`config.mk`:
```
export PLATFORM = sky130hd
export DESIGN_NAME = flagged_slot_ring_buffer_flat
export DESIGN_NICKNAME = d
export VERILOG_FILES = /design/src/hw/rtl/fsrb_pkg.sv /design/src/hw/rtl/fsrb_if.sv /design/src/hw/rtl/fsrb_store.sv /design/src/hw/rtl/fsrb_ctrl.sv /design/src/hw/rtl/flagged_slot_ring_buffer.sv /design/src/flat_wrapper.sv
export SDC_FILE = /design/constraint.sdc
export NUM_CORES = 1
export LEC_CHECK = 0
export ABC_AREA = 1
export BUFFER_PORTS_ARGS = -buffer_cell sky130_fd_sc_hd__buf_4
export CELL_PAD_IN_SITES_DETAIL_PLACEMENT = 0
export CELL_PAD_IN_SITES_GLOBAL_PLACEMENT = 1
export CORE_MARGIN = 8
export CORE_UTILIZATION = 50
export DETAILED_ROUTE_END_ITERATION = 16
export PLACE_DENSITY_LB_ADDON = 0.1
export SKIP_CTS_REPAIR_TIMING = 1
export SYNTH_ARGS = -nofsm -noshare
export SYNTH_HDL_FRONTEND = slang
export SYNTH_HIERARCHICAL = 1
export SYNTH_SLANG_ARGS = --single-unit
export TNS_END_PERCENT = 10
```
`constraint.sdc`:
```
create_clock -name clk -period 4.9 [get_ports clk]
set_clock_uncertainty 0.15 [all_clocks]
set_input_delay 0.245 -clock clk [delete_from_list [all_inputs] [get_ports clk]]
set_output_delay 0.245 -clock clk [all_outputs]
set_load 0.005 [all_outputs]
```
`src/hw/rtl/fsrb_pkg.sv`:
```
// Shared types and constants for the flagged slot ring buffer.
package fsrb_pkg;

  localparam int DEPTH_DEF  = 16;
  localparam int DATA_W_DEF = 32;
  localparam int CFG_W      = 5;
  localparam int OVR_W      = 32;

  localparam logic [CFG_W-1:0] SLOT_COUNT_RST = CFG_W'(16);

  typedef enum logic [1:0] {
    OP_ACQUIRE = 2'd0,
    OP_WRITE   = 2'd1,
    OP_CONFIRM = 2'd2,
    OP_READ    = 2'd3
  } fsrb_op_t;

  // Work request from the datapath to the slot controller.
  typedef struct packed {
    logic     fire;
    fsrb_op_t op;
  } fsrb_ctrl_t;

  // Outcome of one operation as seen by the datapath.
  typedef struct packed {
    logic status;
    logic read_ok;
  } fsrb_stat_t;

endpackage

```
`src/hw/rtl/fsrb_if.sv`:
```
// Channel interfaces: request, response and slot count configuration.
interface fsrb_req_if import fsrb_pkg::*; #(
  parameter int DATA_WIDTH = DATA_W_DEF
) ();
  logic                  valid;
  logic                  ready;
  logic [1:0]            operation;
  logic [DATA_WIDTH-1:0] write_data;

  modport source (output valid, output operation, output write_data, input ready);
  modport sink   (input valid, input operation, input write_data, output ready);
endinterface

interface fsrb_rsp_if import fsrb_pkg::*; #(
  parameter int DEPTH      = DEPTH_DEF,
  parameter int DATA_WIDTH = DATA_W_DEF
) ();
  localparam int IDX_W = $clog2(DEPTH);

  logic                  valid;
  logic                  ready;
  logic                  status;
  logic [DATA_WIDTH-1:0] read_data;
  logic [IDX_W-1:0]      write_slot;
  logic [OVR_W-1:0]      overrun_count;

  modport source (output valid, output status, output read_data, output write_slot,
                  output overrun_count, input ready);
  modport sink   (input valid, input status, input read_data, input write_slot,
                  input overrun_count, output ready);
endinterface

interface fsrb_cfg_if import fsrb_pkg::*; ();
  logic             valid;
  logic             ready;
  logic [CFG_W-1:0] slot_count;

  modport source (output valid, output slot_count, input ready);
  modport sink   (input valid, input slot_count, output ready);
endinterface

```
`src/hw/rtl/fsrb_store.sv`:
```
// Slot data memory with per-slot written bits and a prefetched read word.
module fsrb_store import fsrb_pkg::*; #(
  parameter  int DEPTH      = DEPTH_DEF,
  parameter  int DATA_WIDTH = DATA_W_DEF,
  localparam int IDX_W      = $clog2(DEPTH)
) (
  input  logic                  clk,
  input  logic                  rst,
  input  logic                  wr_en,
  input  logic [IDX_W-1:0]      wr_addr,
  input  logic [DATA_WIDTH-1:0] wr_data,
  input  logic [IDX_W-1:0]      rd_addr,
  output logic [DATA_WIDTH-1:0] rd_word
);

  logic [DATA_WIDTH-1:0] mem [DEPTH];
  logic [DEPTH-1:0]      written;
  logic [DATA_WIDTH-1:0] mem_q;
  logic                  vld_q;
  logic                  bypass;

  // The read address is the read slot for the next cycle, so a write to that
  // same slot in this cycle has to be forwarded around the memory.
  assign bypass = wr_en && (wr_addr == rd_addr);

  always_ff @(posedge clk) begin
    if (wr_en) begin
      mem[wr_addr] <= wr_data;
    end
    mem_q <= bypass ? wr_data : mem[rd_addr];
  end

  always_ff @(posedge clk) begin
    if (rst) begin
      written <= '0;
      vld_q   <= 1'b0;
    end else begin
      if (wr_en) begin
        written[wr_addr] <= 1'b1;
      end
      vld_q <= bypass | written[rd_addr];
    end
  end

  // A slot never written reads as zero.
  assign rd_word = vld_q ? mem_q : '0;

endmodule

```
`src/hw/rtl/fsrb_ctrl.sv`:
```
// Slot flags, write and read pointers, overrun counter and slot count register.
module fsrb_ctrl import fsrb_pkg::*; #(
  parameter  int DEPTH = DEPTH_DEF,
  localparam int IDX_W = $clog2(DEPTH)
) (
  input  logic             clk,
  input  logic             rst,
  input  logic             cfg_we,
  input  logic [CFG_W-1:0] cfg_data,
  input  fsrb_ctrl_t       ctrl,
  output fsrb_stat_t       stat,
  output logic [IDX_W-1:0] wr_index,
  output logic [IDX_W-1:0] wr_index_next,
  output logic [IDX_W-1:0] rd_index_next,
  output logic [OVR_W-1:0] overruns_next
);

  localparam int NW = (CFG_W > IDX_W + 1) ? CFG_W : IDX_W + 1;
  localparam logic [NW-1:0] DEPTH_N = NW'(DEPTH);

  logic [CFG_W-1:0] slot_count;
  logic [DEPTH-1:0] full;
  logic [DEPTH-1:0] full_next;
  logic [IDX_W-1:0] rd_index;
  logic             armed;
  logic             armed_next;
  logic [OVR_W-1:0] overruns;
  logic [NW-1:0]    count_ext;
  logic [NW-1:0]    used;
  logic [IDX_W-1:0] nxt_w;
  logic [IDX_W-1:0] nxt_r;

  function automatic logic [IDX_W-1:0] next_slot(input logic [IDX_W-1:0] idx,
                                                 input logic [NW-1:0] lim);
    logic [NW-1:0] n;
    n = NW'(idx) + NW'(1);
    return (n >= lim) ? '0 : n[IDX_W-1:0];
  endfunction

  // A zero count acts as one slot; a count above the ring size saturates.
  assign count_ext = NW'(slot_count);
  assign used = (count_ext == '0) ? NW'(1) :
                (count_ext > DEPTH_N) ? DEPTH_N : count_ext;

  assign nxt_w = next_slot(wr_index, used);
  assign nxt_r = next_slot(rd_index, used);

  always_comb begin
    full_next     = full;
    wr_index_next = wr_index;
    rd_index_next = rd_index;
    armed_next    = armed;
    overruns_next = overruns;
    stat          = '0;
    if (ctrl.fire) begin
      unique case (ctrl.op)
        OP_ACQUIRE: begin
          // The first acquire fixes where the read side starts.
          if (!armed) begin
            rd_index_next = wr_index;
            armed_next    = 1'b1;
          end
          if (!full[nxt_w]) begin
            full_next[wr_index] = 1'b1;
            wr_index_next       = nxt_w;
          end else begin
            full_next[wr_index] = 1'b0;
            overruns_next       = overruns + OVR_W'(1);
          end
        end
        OP_WRITE: begin
        end
        OP_CONFIRM: begin
          full_next[wr_index] = 1'b1;
        end
        OP_READ: begin
          if (armed && full[rd_index]) begin
            full_next[rd_index] = 1'b0;
            rd_index_next       = nxt_r;
            stat.read_ok        = 1'b1;
          end else begin
            stat.status = 1'b1;
          end
        end
      endcase
    end
  end

  always_ff @(posedge clk) begin
    if (rst) begin
      slot_count <= SLOT_COUNT_RST;
      full       <= '0;
      wr_index   <= '0;
      rd_index   <= '0;
      armed      <= 1'b0;
      overruns   <= '0;
    end else begin
      if (cfg_we) begin
        slot_count <= cfg_data;
      end
      full     <= full_next;
      wr_index <= wr_index_next;
      rd_index <= rd_index_next;
      armed    <= armed_next;
      overruns <= overruns_next;
    end
  end

endmodule

```
`src/hw/rtl/flagged_slot_ring_buffer.sv`:
```
// Top level of the flagged slot ring buffer.
//
// Requests arrive on req: an operation (acquire, write, confirm, read) and a
// data word used by writes. Every request gives exactly one response on rsp:
// a status bit (set when a read finds no full slot), the word taken by a
// successful read or zero, the write slot after the operation and the
// running overrun count. The slot count is written on cfg, which is always
// ready; write it only while no request is in flight.
//
// A request is captured in an input register and processed from there into
// the response register when that register is empty or is being taken.
// The slot flags, pointers and data memory are updated as a request is
// processed, which sustains one request per cycle while rsp does not stall.
//
// When rsp stalls, the response register holds and one more request can
// wait in the input register; req.ready then falls until rsp moves again.
// Reset empties both registers, frees every slot, clears both pointers and
// the overrun count, and sets the slot count to sixteen.
module flagged_slot_ring_buffer import fsrb_pkg::*; #(
  parameter  int DEPTH      = DEPTH_DEF,
  parameter  int DATA_WIDTH = DATA_W_DEF,
  localparam int IDX_W      = $clog2(DEPTH)
) (
  input  logic      clk,
  input  logic      rst,
  fsrb_req_if.sink  req,
  fsrb_rsp_if.source rsp,
  fsrb_cfg_if.sink  cfg
);

  logic                  pend;
  fsrb_op_t              op_q;
  logic [DATA_WIDTH-1:0] data_q;
  logic                  fire;
  fsrb_ctrl_t            ctrl;
  fsrb_stat_t            stat;
  logic [IDX_W-1:0]      wr_index;
  logic [IDX_W-1:0]      wr_index_next;
  logic [IDX_W-1:0]      rd_index_next;
  logic [OVR_W-1:0]      overruns_next;
  logic [DATA_WIDTH-1:0] rd_word;

  logic                  rsp_valid;
  logic                  status_q;
  logic [DATA_WIDTH-1:0] read_data_q;
  logic [IDX_W-1:0]      write_slot_q;
  logic [OVR_W-1:0]      overrun_q;

  assign fire      = pend && (!rsp_valid || rsp.ready);
  assign req.ready = !pend || fire;
  assign cfg.ready = 1'b1;

  assign ctrl.fire = fire;
  assign ctrl.op   = op_q;

  always_ff @(posedge clk) begin
    if (rst) begin
      pend <= 1'b0;
    end else if (req.valid && req.ready) begin
      pend <= 1'b1;
    end else if (fire) begin
      pend <= 1'b0;
    end
  end

  always_ff @(posedge clk) begin
    if (req.valid && req.ready) begin
      op_q   <= fsrb_op_t'(req.operation);
      data_q <= req.write_data;
    end
  end

  fsrb_ctrl #(
    .DEPTH(DEPTH)
  ) u_ctrl (
    .clk          (clk),
    .rst          (rst),
    .cfg_we       (cfg.valid),
    .cfg_data     (cfg.slot_count),
    .ctrl         (ctrl),
    .stat         (stat),
    .wr_index     (wr_index),
    .wr_index_next(wr_index_next),
    .rd_index_next(rd_index_next),
    .overruns_next(overruns_next)
  );

  fsrb_store #(
    .DEPTH     (DEPTH),
    .DATA_WIDTH(DATA_WIDTH)
  ) u_store (
    .clk    (clk),
    .rst    (rst),
    .wr_en  (fire && (op_q == OP_WRITE)),
    .wr_addr(wr_index),
    .wr_data(data_q),
    .rd_addr(rd_index_next),
    .rd_word(rd_word)
  );

  always_ff @(posedge clk) begin
    if (rst) begin
      rsp_valid <= 1'b0;
    end else if (fire) begin
      rsp_valid <= 1'b1;
    end else if (rsp.ready) begin
      rsp_valid <= 1'b0;
    end
  end

  always_ff @(posedge clk) begin
    if (fire) begin
      status_q     <= stat.status;
      read_data_q  <= stat.read_ok ? rd_word : '0;
      write_slot_q <= wr_index_next;
      overrun_q    <= overruns_next;
    end
  end

  assign rsp.valid         = rsp_valid;
  assign rsp.status        = status_q;
  assign rsp.read_data     = read_data_q;
  assign rsp.write_slot    = write_slot_q;
  assign rsp.overrun_count = overrun_q;

endmodule

```
`src/flat_wrapper.sv`:
```
// flat-port wrapper written by rule: the top's interface ports become plain ports
module flagged_slot_ring_buffer_flat import fsrb_pkg::*;
#(
  parameter  int DEPTH      = DEPTH_DEF,
  parameter  int DATA_WIDTH = DATA_W_DEF,
  localparam int IDX_W      = $clog2(DEPTH)
)
  (clk, rst, req_valid, req_operation, req_write_data, req_ready, rsp_valid, rsp_status, rsp_read_data, rsp_write_slot, rsp_overrun_count, rsp_ready, cfg_valid, cfg_slot_count, cfg_ready);
  fsrb_req_if #(.DATA_WIDTH(DATA_WIDTH)) req_i ();
  fsrb_rsp_if #(.DEPTH(DEPTH), .DATA_WIDTH(DATA_WIDTH)) rsp_i ();
  fsrb_cfg_if cfg_i ();
  input  logic clk;
  input  logic rst;
  input wire logic [$bits(req_i.valid)-1:0] req_valid;
  input wire logic [$bits(req_i.operation)-1:0] req_operation;
  input wire logic [$bits(req_i.write_data)-1:0] req_write_data;
  output wire logic [$bits(req_i.ready)-1:0] req_ready;
  output wire logic [$bits(rsp_i.valid)-1:0] rsp_valid;
  output wire logic [$bits(rsp_i.status)-1:0] rsp_status;
  output wire logic [$bits(rsp_i.read_data)-1:0] rsp_read_data;
  output wire logic [$bits(rsp_i.write_slot)-1:0] rsp_write_slot;
  output wire logic [$bits(rsp_i.overrun_count)-1:0] rsp_overrun_count;
  input wire logic [$bits(rsp_i.ready)-1:0] rsp_ready;
  input wire logic [$bits(cfg_i.valid)-1:0] cfg_valid;
  input wire logic [$bits(cfg_i.slot_count)-1:0] cfg_slot_count;
  output wire logic [$bits(cfg_i.ready)-1:0] cfg_ready;
  assign req_i.valid = req_valid;
  assign req_i.operation = req_operation;
  assign req_i.write_data = req_write_data;
  assign req_ready = req_i.ready;
  assign rsp_valid = rsp_i.valid;
  assign rsp_status = rsp_i.status;
  assign rsp_read_data = rsp_i.read_data;
  assign rsp_write_slot = rsp_i.write_slot;
  assign rsp_overrun_count = rsp_i.overrun_count;
  assign rsp_i.ready = rsp_ready;
  assign cfg_i.valid = cfg_valid;
  assign cfg_i.slot_count = cfg_slot_count;
  assign cfg_ready = cfg_i.ready;
  flagged_slot_ring_buffer #(.DEPTH(DEPTH), .DATA_WIDTH(DATA_WIDTH)) u_core (.clk(clk), .rst(rst), .req(req_i), .rsp(rsp_i), .cfg(cfg_i));
endmodule
```
==> key figures, run 1 <==
Status
  • Status: finished clean

STA
  • Endpoints failing setup: 0
  • Worst Max-Slew Pin Slew: between 1000 and 1500 ps
  • Minimum clock period: ~4400 ps
  • RSZ-0062 raised after global routing: no
  • Achievable Freq: ~230 MHz
  • Tcrit/Tclk final: 0.891
  • Setup TNS: 0 ps
  • Hold Fails Final Rpt: 0
  • Max Slew Vio Count: 0
  • Slew HR: 0.257

Routing
  • Routed Antenna Nets: 0
  • Vias: 20400
  • Iteration-0 DRC Markers: about 1800
  • WL final: between 70 and 80 mm
  • Vias per cell: 5.53
  • Initial DRT Pass Iterations: 5
  • DR WL/cell: 21.1 µm
  • Residual DRC: 0

Synthesis
  • Most instantiated cells after synthesis: edfxtp_1 (615), nor2_1 (547), nand2_1 (344)
  • Yosys top cell area share: 0.625
  • Number of enable flip-flop cells after synthesis: about 620
  • Cell variety after synth: 45
  • Synth Instances: between 2000 and 3000
  • Flops & latches, synth: 700
  • Count leader, synth: edfxtp_1
  • Synth top area cells: edfxtp_1 (63%), nor2_1 (6.9%), dfxtp_1 (5.8%)
  • Largest area contributor in the netlist: edfxtp_1
  • Seq/Total Area, Yosys: 0.683
  • Synth warn: 6
  • Fraction of registers with async set/reset: 0
  • Avg Inst Size Synth: 10.9 µm²
  • Cell Area, Synth: 29500 µm²
  • Mapped Nets: about 2800
  • Top_reg_cell synth: edfxtp_1

Power
  • Int Pwr: between 9000 and 10000 µW
  • Pleak: 0.0125 µW
  • Combinational share of power: 0.063
  • Switching Fraction: 0.225
  • VDD IR max: just over 0.3 mV
  • Sequential Power Share: 0.522
  • Total power: 12800 µW
  • P per Cell Area: approximately 380 nW/µm²
  • Clock power frac: 0.416
  • Switching pwr: between 2000 and 3000 µW

Setup path
  • CP bufs+invs: 3
  • Worst path cell trace: inv_1 > ha_1 > ha_1 > nand2_1 > nand2_1 > a21oi_2 > nand3_1 > inv_1 > nand3_1 > nand3_1 > nand3_2 > nand2_2 > buf_4 > nand2_1 > o21ai_0 > nand2_1
  • Crit path to: u_core/rsp.overrun_count[12]$_DFFE_PP_
  • Cell depth of the worst flop-to-flop path: 16
  • Capturing point of the worst reg2reg path: u_core/rsp.overrun_count[12]$_DFFE_PP_
  • Setup CP Type: reg2reg
  • Nature of the critical path startpoint: flip-flop
  • Cell count along the critical path: 16
  • CP Capture Type: flip-flop
  • CP startpoint: u_core/u_ctrl/wr_index[0]$_SDFF_PP0_
  • Crit path arrival time: about 4600 ps
  • WP data required: 5090 ps
  • Slowest cell on crit path: dfxtp_1
  • Delay-heaviest family, CP: simple AND/OR/NAND/NOR gates
  • Most used cell, CP: nand2_1
  • CP max FO: 19
  • Worst r2r src: u_core/u_ctrl/wr_index[0]$_SDFF_PP0_
  • Flop-to-flop setup slack: 540 ps
  • Crit-path max cell delay: around 570 ps

CTS
  • Root Driver: clkbuf_16
  • TritonCTS clock tree: built
  • Max clock buf depth: 3
  • Clk pin slew, worst setup/hold paths: around 60 ps
  • Clk sinks: 700
  • Clock latency on the worst-skew pair: 600 ps
  • Htree depth: 3
  • TritonCTS Buffers: between 70 and 80

Placement
  • Cell Area, Placed: 31000 µm²
  • GPL Wtd Cong: approximately 0.84
  • HPWL after detailed placement: 42.0 mm
  • Buffers on Ports: around 110

Global route
  • Gr ovfl total: 0
  • Maximum number of pins on one net before global-route repair: roughly 180
  • Vias in the first global route: between 15000 and 20000
  • First-pass GRT wire length: between 100 and 150 mm
  • Initial antenna violation count: 0
  • Global Route Usage Sum: 0.227

Die
  • Die Y-Extent: approximately 260 µm
  • Die X: 259 µm
  • Starting Density: 0.504
  • Top-Level Pins: ~120
  • Core Area: 58700 µm²
  • Row count: 89
  • Die Area: about 67000 µm²

Layout
  • Util after Layout: 0.577
  • Filler cells: ~4900
  • Final nets: 2930
  • Antenna cells: 0
  • Final Cell Area: approximately 34000 µm²
  • Area growth, synth to finish: 14.5%
  • Layout cell share with drive strength beyond 1: 0.119

Min path
  • Worst hold path type: in2reg
  • Min-delay src: rst

Job
  • Max-cap violation count: 0
power groups by stage:
stage / Sequential [µW] / Clock [µW] / Combinational [µW]
2_1_floorplan: 6730 / 0 / 509
3_3_place_gp: 6790 / 0 / 757
3_5_place_dp: 6790 / 0 / 762
4_1_cts: 6670 / 5430 / 765
5_1_grt: 6680 / 5640 / 879
6_report: 6670 / 5310 / 799
through the flow:
stage	hold slack [ps]	std cells	worst slack (ps)
final	31.8	3691	536
after floorplan	164	2715	1000
after global placement	273	3509	595
after global routing	35.4	3691	83.0
after detailed placement	274	3509	537
after CTS	-378	3639	522
registers in the layout (all words and copies together), names as in the netlist, 5 cells and up, named ones only:
| name | flops |
|---|---|
| u_core/u_store/mem | 512 |
| u_core/data_q | 32 |
| u_core/rsp.overrun_count | 32 |
| u_core/rsp.read_data | 32 |
| u_core/u_ctrl/overruns | 32 |
| u_core/u_store/written | 16 |
| u_core/u_ctrl/count_ext | 5 |
cell usage in the layout, fill, tap and decap left out, types with 3 or more instances in the layout:
cell           count
o211ai_1          19
buf_4            160
a21oi_1           91
bufinv_16          4
edfxtp_1         615
o21a_1             3
o21ai_0          232
nand3_1          240
inv_6              3
nor2_4            16
dlygate4sd3_1     52
nand2_2           40
clkbuf_16         76
xor2_1            12
dfxtp_1           81
nand2_1          344
clkinvlp_4         5
or2_1              6
o21ai_1           32
nand4_1           24
a31oi_1           29
nor4_1             4
inv_1            183
clkbuf_1          18
nand3_2            6
ha_1              22
clkinv_1          13
clkinv_2          13
nor2_1           530
nor3_1            13
inv_2              3
worst min path at each step:
stage,to,cells past startpoint
after floorplan,u_core/pend$_SDFFE_PP0P_,1
after global placement,u_core/data_q[19]$_DFFE_PP_,1
after detailed placement,u_core/data_q[10]$_DFFE_PP_,1
after CTS,u_core/data_q[8]$_DFFE_PP_,1
after global routing,u_core/u_store/written[4]$_SDFFE_PP0P_,2
final,u_core/u_store/written[4]$_SDFFE_PP0P_,2
routing by layer:
metal	vias up	wire (µm)	part of all wire	track usage
met5	-	0	0	0
met4	0	1550	0.020	0.0603
met3	113	4950	0.063	0.0392
met2	655	38200	0.49	0.382
met1	10000	33300	0.43	0.304
li1	9640	-	-	-
final cells by class:
| type | instances | area, µm² | area share |
|---|---|---|---|
| clock buffer | 96 | 2000 | 0.0590 |
| clock inverter | 34 | 288 | 0.00850 |
| inverter | 192 | 733 | 0.0217 |
| multi-input combinational | 1683 | 7940 | 0.235 |
| sequential | 700 | 20200 | 0.596 |
| tap | 773 | 967 | 0.0286 |
| timing repair buffer | 213 | 1740 | 0.0515 |
cell families (layout without fill, tap and decap cells):
family	Yosys count	after routing	share of synthesized area
AND/OR/NAND/NOR	1234	1234	0.177
flip-flops	700	700	0.683
AO/OA/AOI/OAI	413	413	0.0742
buffers and inverters	332	535	0.0530
adder cells (fa/ha/maj)	22	22	0.00932
XOR/XNOR	13	13	0.00385
other	1	1	0.000127
worst register-to-register path: cells and delay by family, from the launching register on:
family / cells / cell delay (ps)
AOI/OAI and AO/OA: 2 / 720
DFF: 1 / 570
buffers and inverters: 3 / 820
and+or+nand+nor: 9 / 1270
adders and majority gates: 2 / 600
Power figures use the tool's default switching activity.
==> run 2: changes to the inputs <==
Clock period 4.9 ns to 4.2 ns, I/O delays scaled along.
==> run 2 against run 1 <==
The run now ends with negative hold slack left. Critical endpoint is now u_core/rsp.write_slot[0]$_DFFE_PP_. First-iteration DRC count shrank 7.6%. Global-route usage shrank 0.34 points. Routed wire length shrank 1.7%.
==> key figures, run 2 (synthesis gave the netlist of run 1 again) <==
Layout
  • Final nets: 2930 (unchanged)
  • Layout cell share with drive strength beyond 1: 0.122 (was 0.119)
  • Max reg flops: 512 (unchanged)
  • Final Cell Area: 34100 µm² (was 33800 µm²)
  • Filler cells: 4845 (was 4887)
  • Area growth, synth to finish: 15.5% (was 14.5%)
  • Most flops, register: u_core/u_store/mem (unchanged)
  • Commonest non-fill, non-tap cell in the layout: edfxtp_1 (unchanged)
  • Commonest cells after routing, fill and taps aside: edfxtp_1 (615), nor2_1 (530), nand2_1 (344), nand3_1 (240), o21ai_0 (232) (unchanged)
  • Util after Layout: 0.581 (was 0.577)
  • Antenna cells: 0 (unchanged)
  • Fin cells: 3699 (was 3691)

Setup path
  • Nature of the critical path startpoint: flip-flop (unchanged)
  • CP Capture Type: flip-flop (unchanged)
  • Crit path arrival time: 3990 ps (was 4560 ps)
  • Flop-to-flop setup slack: 400 ps (was 540 ps)
  • Cell depth of the worst flop-to-flop path: 18 (was 16)
  • Worst r2r src: u_core/u_ctrl/wr_index[0]$_SDFF_PP0_ (unchanged)
  • WP data required: 4390 ps (was 5090 ps)
  • Setup CP Type: reg2reg (unchanged)
  • Capturing point of the worst reg2reg path: u_core/rsp.write_slot[0]$_DFFE_PP_ (was u_core/rsp.overrun_count[12]$_DFFE_PP_)
  • CP max FO: 18 (was 19)

Min path
  • Worst Hold Depth: 2 (unchanged)
  • Worst hold path type: in2reg (unchanged)
  • Hold worst-path end: u_core/u_ctrl/rd_index[2]$_SDFF_PP0_ (was u_core/u_store/written[4]$_SDFFE_PP0P_)
  • Min-delay src: rst (unchanged)

CTS
  • Clock latency on the worst-skew pair: 610 ps (was 600 ps)
  • Clk sinks: 700 (unchanged)
  • Htree depth: 3 (unchanged)
  • Max clock buf depth: 3 (unchanged)
  • Clk pin slew, worst setup/hold paths: 60 ps (about the same)
  • TritonCTS Buffers: 76 (was 74)
  • TritonCTS clock tree: built (unchanged)
  • Root Driver: clkbuf_16 (unchanged)

STA
  • Hold Fails Final Rpt: 1 (was 0)
  • Max Slew Vio Count: 0 (unchanged)
  • Tcrit/Tclk final: 0.905 (was 0.891)
  • Achievable Freq: 263 MHz (was 229 MHz)
  • RSZ-0062 raised after global routing: no (unchanged)
  • Setup TNS: 0 ps (unchanged)
  • Setup slack after layout: 398 ps (was 536 ps)
  • WHS: -0.0382 ps (was 31.8 ps)
  • Slew HR: 0.247 (was 0.257)
  • Minimum clock period: 3800 ps (was 4360 ps)
  • Endpoints failing setup: 0 (unchanged)
  • Worst Max-Slew Pin Slew: 1130 ps (was 1110 ps)

Status
  • Status: finished, violations left (was finished clean)
  • Failing checks: negative hold slack

Global route
  • First-pass GRT wire length: 116 mm (was 117 mm)
  • Vias in the first global route: 19600 (was 19500)
  • Gr ovfl total: 0 (unchanged)
  • Global Route Usage Sum: 0.224 (was 0.227)
  • Maximum number of pins on one net before global-route repair: 163 (was 181)
  • Initial antenna violation count: 0 (unchanged)

Power
  • VDD IR max: 0.307 mV (was 0.308 mV)
  • P per Cell Area: 450 nW/µm² (was 378 nW/µm²)
  • Pleak: 0.0127 µW (was 0.0125 µW)

Placement
  • Buffers on Ports: 114 (unchanged)
  • Dpl cells: 3507 (was 3509)
  • HPWL after detailed placement: 39.8 mm (was 42.0 mm)
  • Setup slack at placement: 425 ps (was 537 ps)
  • GPL Wtd Cong: 0.847 (was 0.835)
  • Cell Area, Placed: 31100 µm² (was 31000 µm²)

Routing
  • WL final: 76.6 mm (was 78.0 mm)
  • Initial DRT Pass Iterations: 5 (unchanged)
  • Residual DRC: 0 (unchanged)
  • Iteration-0 DRC Markers: 1676 (was 1814)
  • Vias: 20300 (was 20400)
  • Vias per cell: 5.48 (was 5.53)
  • DR WL/cell: 20.7 µm (was 21.1 µm)
  • Routed Antenna Nets: 0 (unchanged)

Die
  • Starting Density: 0.504 (unchanged)
  • Die Area: 67100 µm² (unchanged)
  • Row count: 89 (unchanged)
  • Die X: 259 µm (unchanged)
  • Top-Level Pins: 116 (unchanged)
  • Die Y-Extent: 259 µm (unchanged)
  • Core Area: 58700 µm² (unchanged)

Job
  • Max-cap violation count: 0 (unchanged)
[run 2: cell types whose count changed in the layout (fill, tap and decap cells not counted), moves of 2 or more]
cell | before | now
buf_4 | 160 | 153
clkbuf_1 | 18 | 12
buf_12 | 1 | 6
bufinv_16 | 4 | 9
clkinv_1 | 13 | 18
clkinv_2 | 13 | 16
inv_6 | 3 | 6
clkbuf_16 | 76 | 78
clkinvlp_4 | 5 | 3
[run 2: final cells by class]
type | instances | area, µm² | share of cell area
flip-flops and latches | 700 | 20200 | 0.591
multi-input cells | 1683 | 7950 | 0.233
clock buffers | 92 | 2020 | 0.0593
repair buffers | 211 | 1790 | 0.0524
well taps | 773 | 967 | 0.0283
inverters | 192 | 732 | 0.0215
clock inverters | 48 | 479 | 0.0140
[run 2: routing by layer]
metal,track usage,routed length [µm],vias up
li1,-,-,9642
met1,0.294,32800,9926
met2,0.380,37600,572
met3,0.0347,4290,117
met4,0.0726,1940,0
met5,0,0,-
[run 2: metrics by stage]
step           power (µW)  hold slack, ps
2_1_floorplan        8450             129
3_3_place_gp         8810             238
3_5_place_dp         8820             239
4_1_cts             15500            -412
5_1_grt             15900            11.9
6_report            15400         -0.0382
[run 2: how the worst max path moves through the flow]
stage                                                    start                                      to  depth (start not counted)
after global placement    u_core/u_ctrl/wr_index[0]$_SDFF_PP0_  u_core/rsp.overrun_count[27]$_DFFE_PP_                         17
after floorplan                  u_core/rsp.valid$_SDFFE_PP0P_  u_core/rsp.overrun_count[30]$_DFFE_PP_                         11
final                     u_core/u_ctrl/wr_index[0]$_SDFF_PP0_      u_core/rsp.write_slot[0]$_DFFE_PP_                         18
after detailed placement  u_core/u_ctrl/wr_index[0]$_SDFF_PP0_      u_core/rsp.write_slot[0]$_DFFE_PP_                         17
after CTS                 u_core/u_ctrl/wr_index[0]$_SDFF_PP0_      u_core/rsp.write_slot[0]$_DFFE_PP_                         17
after global routing      u_core/u_ctrl/wr_index[0]$_SDFF_PP0_      u_core/rsp.write_slot[0]$_DFFE_PP_                         17
[run 2: power breakdown]
part / internal (µW) / switching, µW / total [µW]
logic: 316 / 649 / 965
clock network: 3990 / 2660 / 6650
registers: 7650 / 104 / 7750
[run 2: worst max-delay path, stage by stage (launching register included)]
cell     delay [ps]
dfxtp_1         580
ha_1            240
inv_1            80
nand2_1         130
nand2_1          80
ha_1            310
nand2_1          70
nand2_1          50
a21oi_2         140
buf_4           210
nand2_4          70
nor2_1          170
inv_1            80
nand3_1         100
nand2_2         260
nor2_1          320
inv_1           130
o21ai_0         290
inv_1            70
==> run 3: changes to the inputs <==
Settings changed: REMOVE_ABC_BUFFERS set to 1.
==> run 3 against run 2 <==
Combinational power fell by 2.3%. The run now ends clean. Power fell by 3.1%. Critical path type unchanged. Largest power group unchanged. Setup slack got worse by 4.8 ps. Cell area fell by 0.44%. First-iteration DRC count fell by 6.6%. Clock-buffer cell count fell by 2. Highest routed layer unchanged. Sequential power barely moved.
==> key figures, run 3 (synthesis gave the netlist of run 1 again) <==
Setup path
  • Nature of the critical path startpoint: flip-flop (unchanged)
  • CP Capture Type: flip-flop (unchanged)
  • Crit path arrival time: 4180 ps (was 3990 ps)
  • Setup CP Type: reg2reg (unchanged)
  • WP data required: 4570 ps (was 4390 ps)
  • Worst r2r src: u_core/u_ctrl/wr_index[1]$_SDFF_PP0_ (was u_core/u_ctrl/wr_index[0]$_SDFF_PP0_)
  • Flop-to-flop setup slack: 390 ps (was 400 ps)
  • CP max FO: 24 (was 18)
  • CP startpoint: u_core/u_ctrl/wr_index[1]$_SDFF_PP0_ (was u_core/u_ctrl/wr_index[0]$_SDFF_PP0_)
  • Cell depth of the worst flop-to-flop path: 18 (unchanged)

Power
  • Clock power frac: 0.415 (was 0.433)
  • Combinational share of power: 0.063 (about the same)
  • Switching Fraction: 0.229 (was 0.222)
  • Sequential Power Share: 0.521 (was 0.504)
  • Total power: 14900 µW (was 15400 µW)
  • P per Cell Area: 438 nW/µm² (was 450 nW/µm²)
  • Int Pwr: 11500 µW (was 12000 µW)
  • Switching pwr: 3410 µW (about the same)
  • Pleak: 0.0126 µW (was 0.0127 µW)
  • VDD IR max: 0.296 mV (was 0.307 mV)

Die
  • Core Area: 58700 µm² (unchanged)
  • Top-Level Pins: 116 (unchanged)
  • Starting Density: 0.504 (unchanged)
  • Die X: 259 µm (unchanged)
  • Die Y-Extent: 259 µm (unchanged)
  • Row count: 89 (unchanged)
  • Die Area: 67100 µm² (unchanged)

STA
  • Worst Max-Slew Pin Slew: 1080 ps (was 1130 ps)
  • Max Slew Vio Count: 0 (unchanged)
  • Minimum clock period: 3810 ps (was 3800 ps)
  • Tcrit/Tclk final: 0.906 (was 0.905)
  • Achievable Freq: 263 MHz (about the same)
  • Slew HR: 0.281 (was 0.247)
  • Hold Fails Final Rpt: 0 (was 1)
  • Endpoints failing setup: 0 (unchanged)
  • RSZ-0062 raised after global routing: no (unchanged)

Global route
  • Maximum number of pins on one net before global-route repair: 177 (was 163)
  • Global Route Usage Sum: 0.220 (was 0.224)
  • Met3 GRT Util: 0.0363 (was 0.0347)
  • First-pass GRT wire length: 114 mm (was 116 mm)
  • Met1 Use GR: 0.292 (was 0.294)
  • Vias in the first global route: 19200 (was 19600)
  • Initial antenna violation count: 0 (unchanged)
  • Met2 Use GR: 0.368 (was 0.380)
  • Gr ovfl total: 0 (unchanged)
  • Global route hottest layer: met2 (unchanged)

CTS
  • Root Driver: clkbuf_16 (unchanged)
  • TritonCTS clock tree: built (unchanged)
  • TritonCTS Buffers: 73 (was 76)
  • Htree depth: 3 (unchanged)
  • Clock latency on the worst-skew pair: 600 ps (was 610 ps)
  • Clk sinks: 700 (unchanged)
  • Max clock buf depth: 3 (unchanged)
  • Clk pin slew, worst setup/hold paths: 60 ps (about the same)

Layout
  • Layout cell share with drive strength beyond 1: 0.120 (was 0.122)
  • Commonest non-fill, non-tap cell in the layout: edfxtp_1 (unchanged)
  • Area growth, synth to finish: 15.0% (was 15.5%)
  • Antenna cells: 0 (unchanged)
  • Fin cells: 3687 (was 3699)
  • Commonest cells after routing, fill and taps aside: edfxtp_1 (615), nor2_1 (529), nand2_1 (344), nand3_1 (240), o21ai_0 (232) (was edfxtp_1 (615), nor2_1 (530), nand2_1 (344), nand3_1 (240), o21ai_0 (232))
  • Most flops, register: u_core/u_store/mem (unchanged)
  • Max reg flops: 512 (unchanged)
  • Final nets: 2926 (was 2930)

Placement
  • HPWL after detailed placement: 41.1 mm (was 39.8 mm)
  • Buffers on Ports: 114 (unchanged)
  • Dpl cells: 3505 (was 3507)
  • GPL Wtd Cong: 0.876 (was 0.847)

Routing
  • Initial DRT Pass Iterations: 5 (unchanged)
  • DR WL/cell: 20.6 µm (was 20.7 µm)
  • Vias: 20100 (was 20300)
  • WL final: 75.8 mm (was 76.6 mm)
  • Iteration-0 DRC Markers: 1566 (was 1676)
  • Routed Antenna Nets: 0 (unchanged)
  • Vias per cell: 5.45 (was 5.48)
  • Residual DRC: 0 (unchanged)

Job
  • Max-cap violation count: 0 (unchanged)

Min path
  • Worst Hold Depth: 2 (unchanged)
  • Worst hold path type: in2reg (unchanged)

Status
  • Status: finished clean (was finished, violations left)
run 3: cell count changes in the layout (fill, tap and decap cells not counted), sizes merged:
cell	change
buf	-2
dlygate4sd3	+1
clkbuf	-2
clkinvlp	+1
clkinv	-4
bufinv	-6
run 3: worst min-delay path by stage:
stage	endpoint	slack, ps	start
after floorplan	u_core/u_ctrl/overruns[24]$_SDFF_PP0_	120	rst
after global placement	u_core/data_q[14]$_DFFE_PP_	240	req_write_data[14]
after detailed placement	u_core/data_q[23]$_DFFE_PP_	240	req_write_data[23]
after CTS	u_core/data_q[0]$_DFFE_PP_	-410	req_write_data[0]
after global routing	u_core/data_q[18]$_DFFE_PP_	150	req_write_data[18]
final	u_core/data_q[19]$_DFFE_PP_	170	req_write_data[19]
run 3: metrics by stage:
step,util,setup slack [ps],instance area (µm²),setup TNS [ps],hold slack [ps]
floorplan,-,-4070,28700,-129770,122
global placement,0.531,494,31100,0,238
detailed placement,0.531,353,31100,0,239
CTS,0.570,305,33400,0,-410
global route,0.579,67.2,34000,0,150
finish,0.579,393,34000,0,174
run 3: power groups by stage:
stage | Sequential, µW | Clock (µW) | Combinational, µW
3_3_place_gp | 7910 | 0 | 890
2_1_floorplan | 7900 | 0 | 491
4_1_cts | 7770 | 6310 | 904
6_report | 7760 | 6180 | 943
3_5_place_dp | 7910 | 0 | 901
5_1_grt | 7780 | 6540 | 1040
run 3: routing by layer:
metal,vias to the layer above,part of all wire
li1,9644,-
met2,611,0.48
met3,126,0.056
met5,-,0
met1,9726,0.44
met4,0,0.025
run 3: area by class of cell:
type,count,area (µm²)
tap,773,967
timing repair buffer,210,1860
clock buffer,90,1960
multi-input combinational,1683,7940
clock inverter,39,318
sequential,700,20200
fill,4907,24700
inverter,192,737
run 3: critical path, stage by stage, from the launching register on:
cell and delay, ps:
dfxtp_1 480, ha_1 230, inv_1 80, nand2_1 120, nand2_1 90, ha_1 300, nand2_1 50, nor2_1 80
nand2_1 50, buf_4 180, nand3_1 230, inv_1 120, nand3_1 110, nand3_1 90, nand3_2 70, nand2_2 310
inv_1 620, nand3_1 160, a31oi_1 200
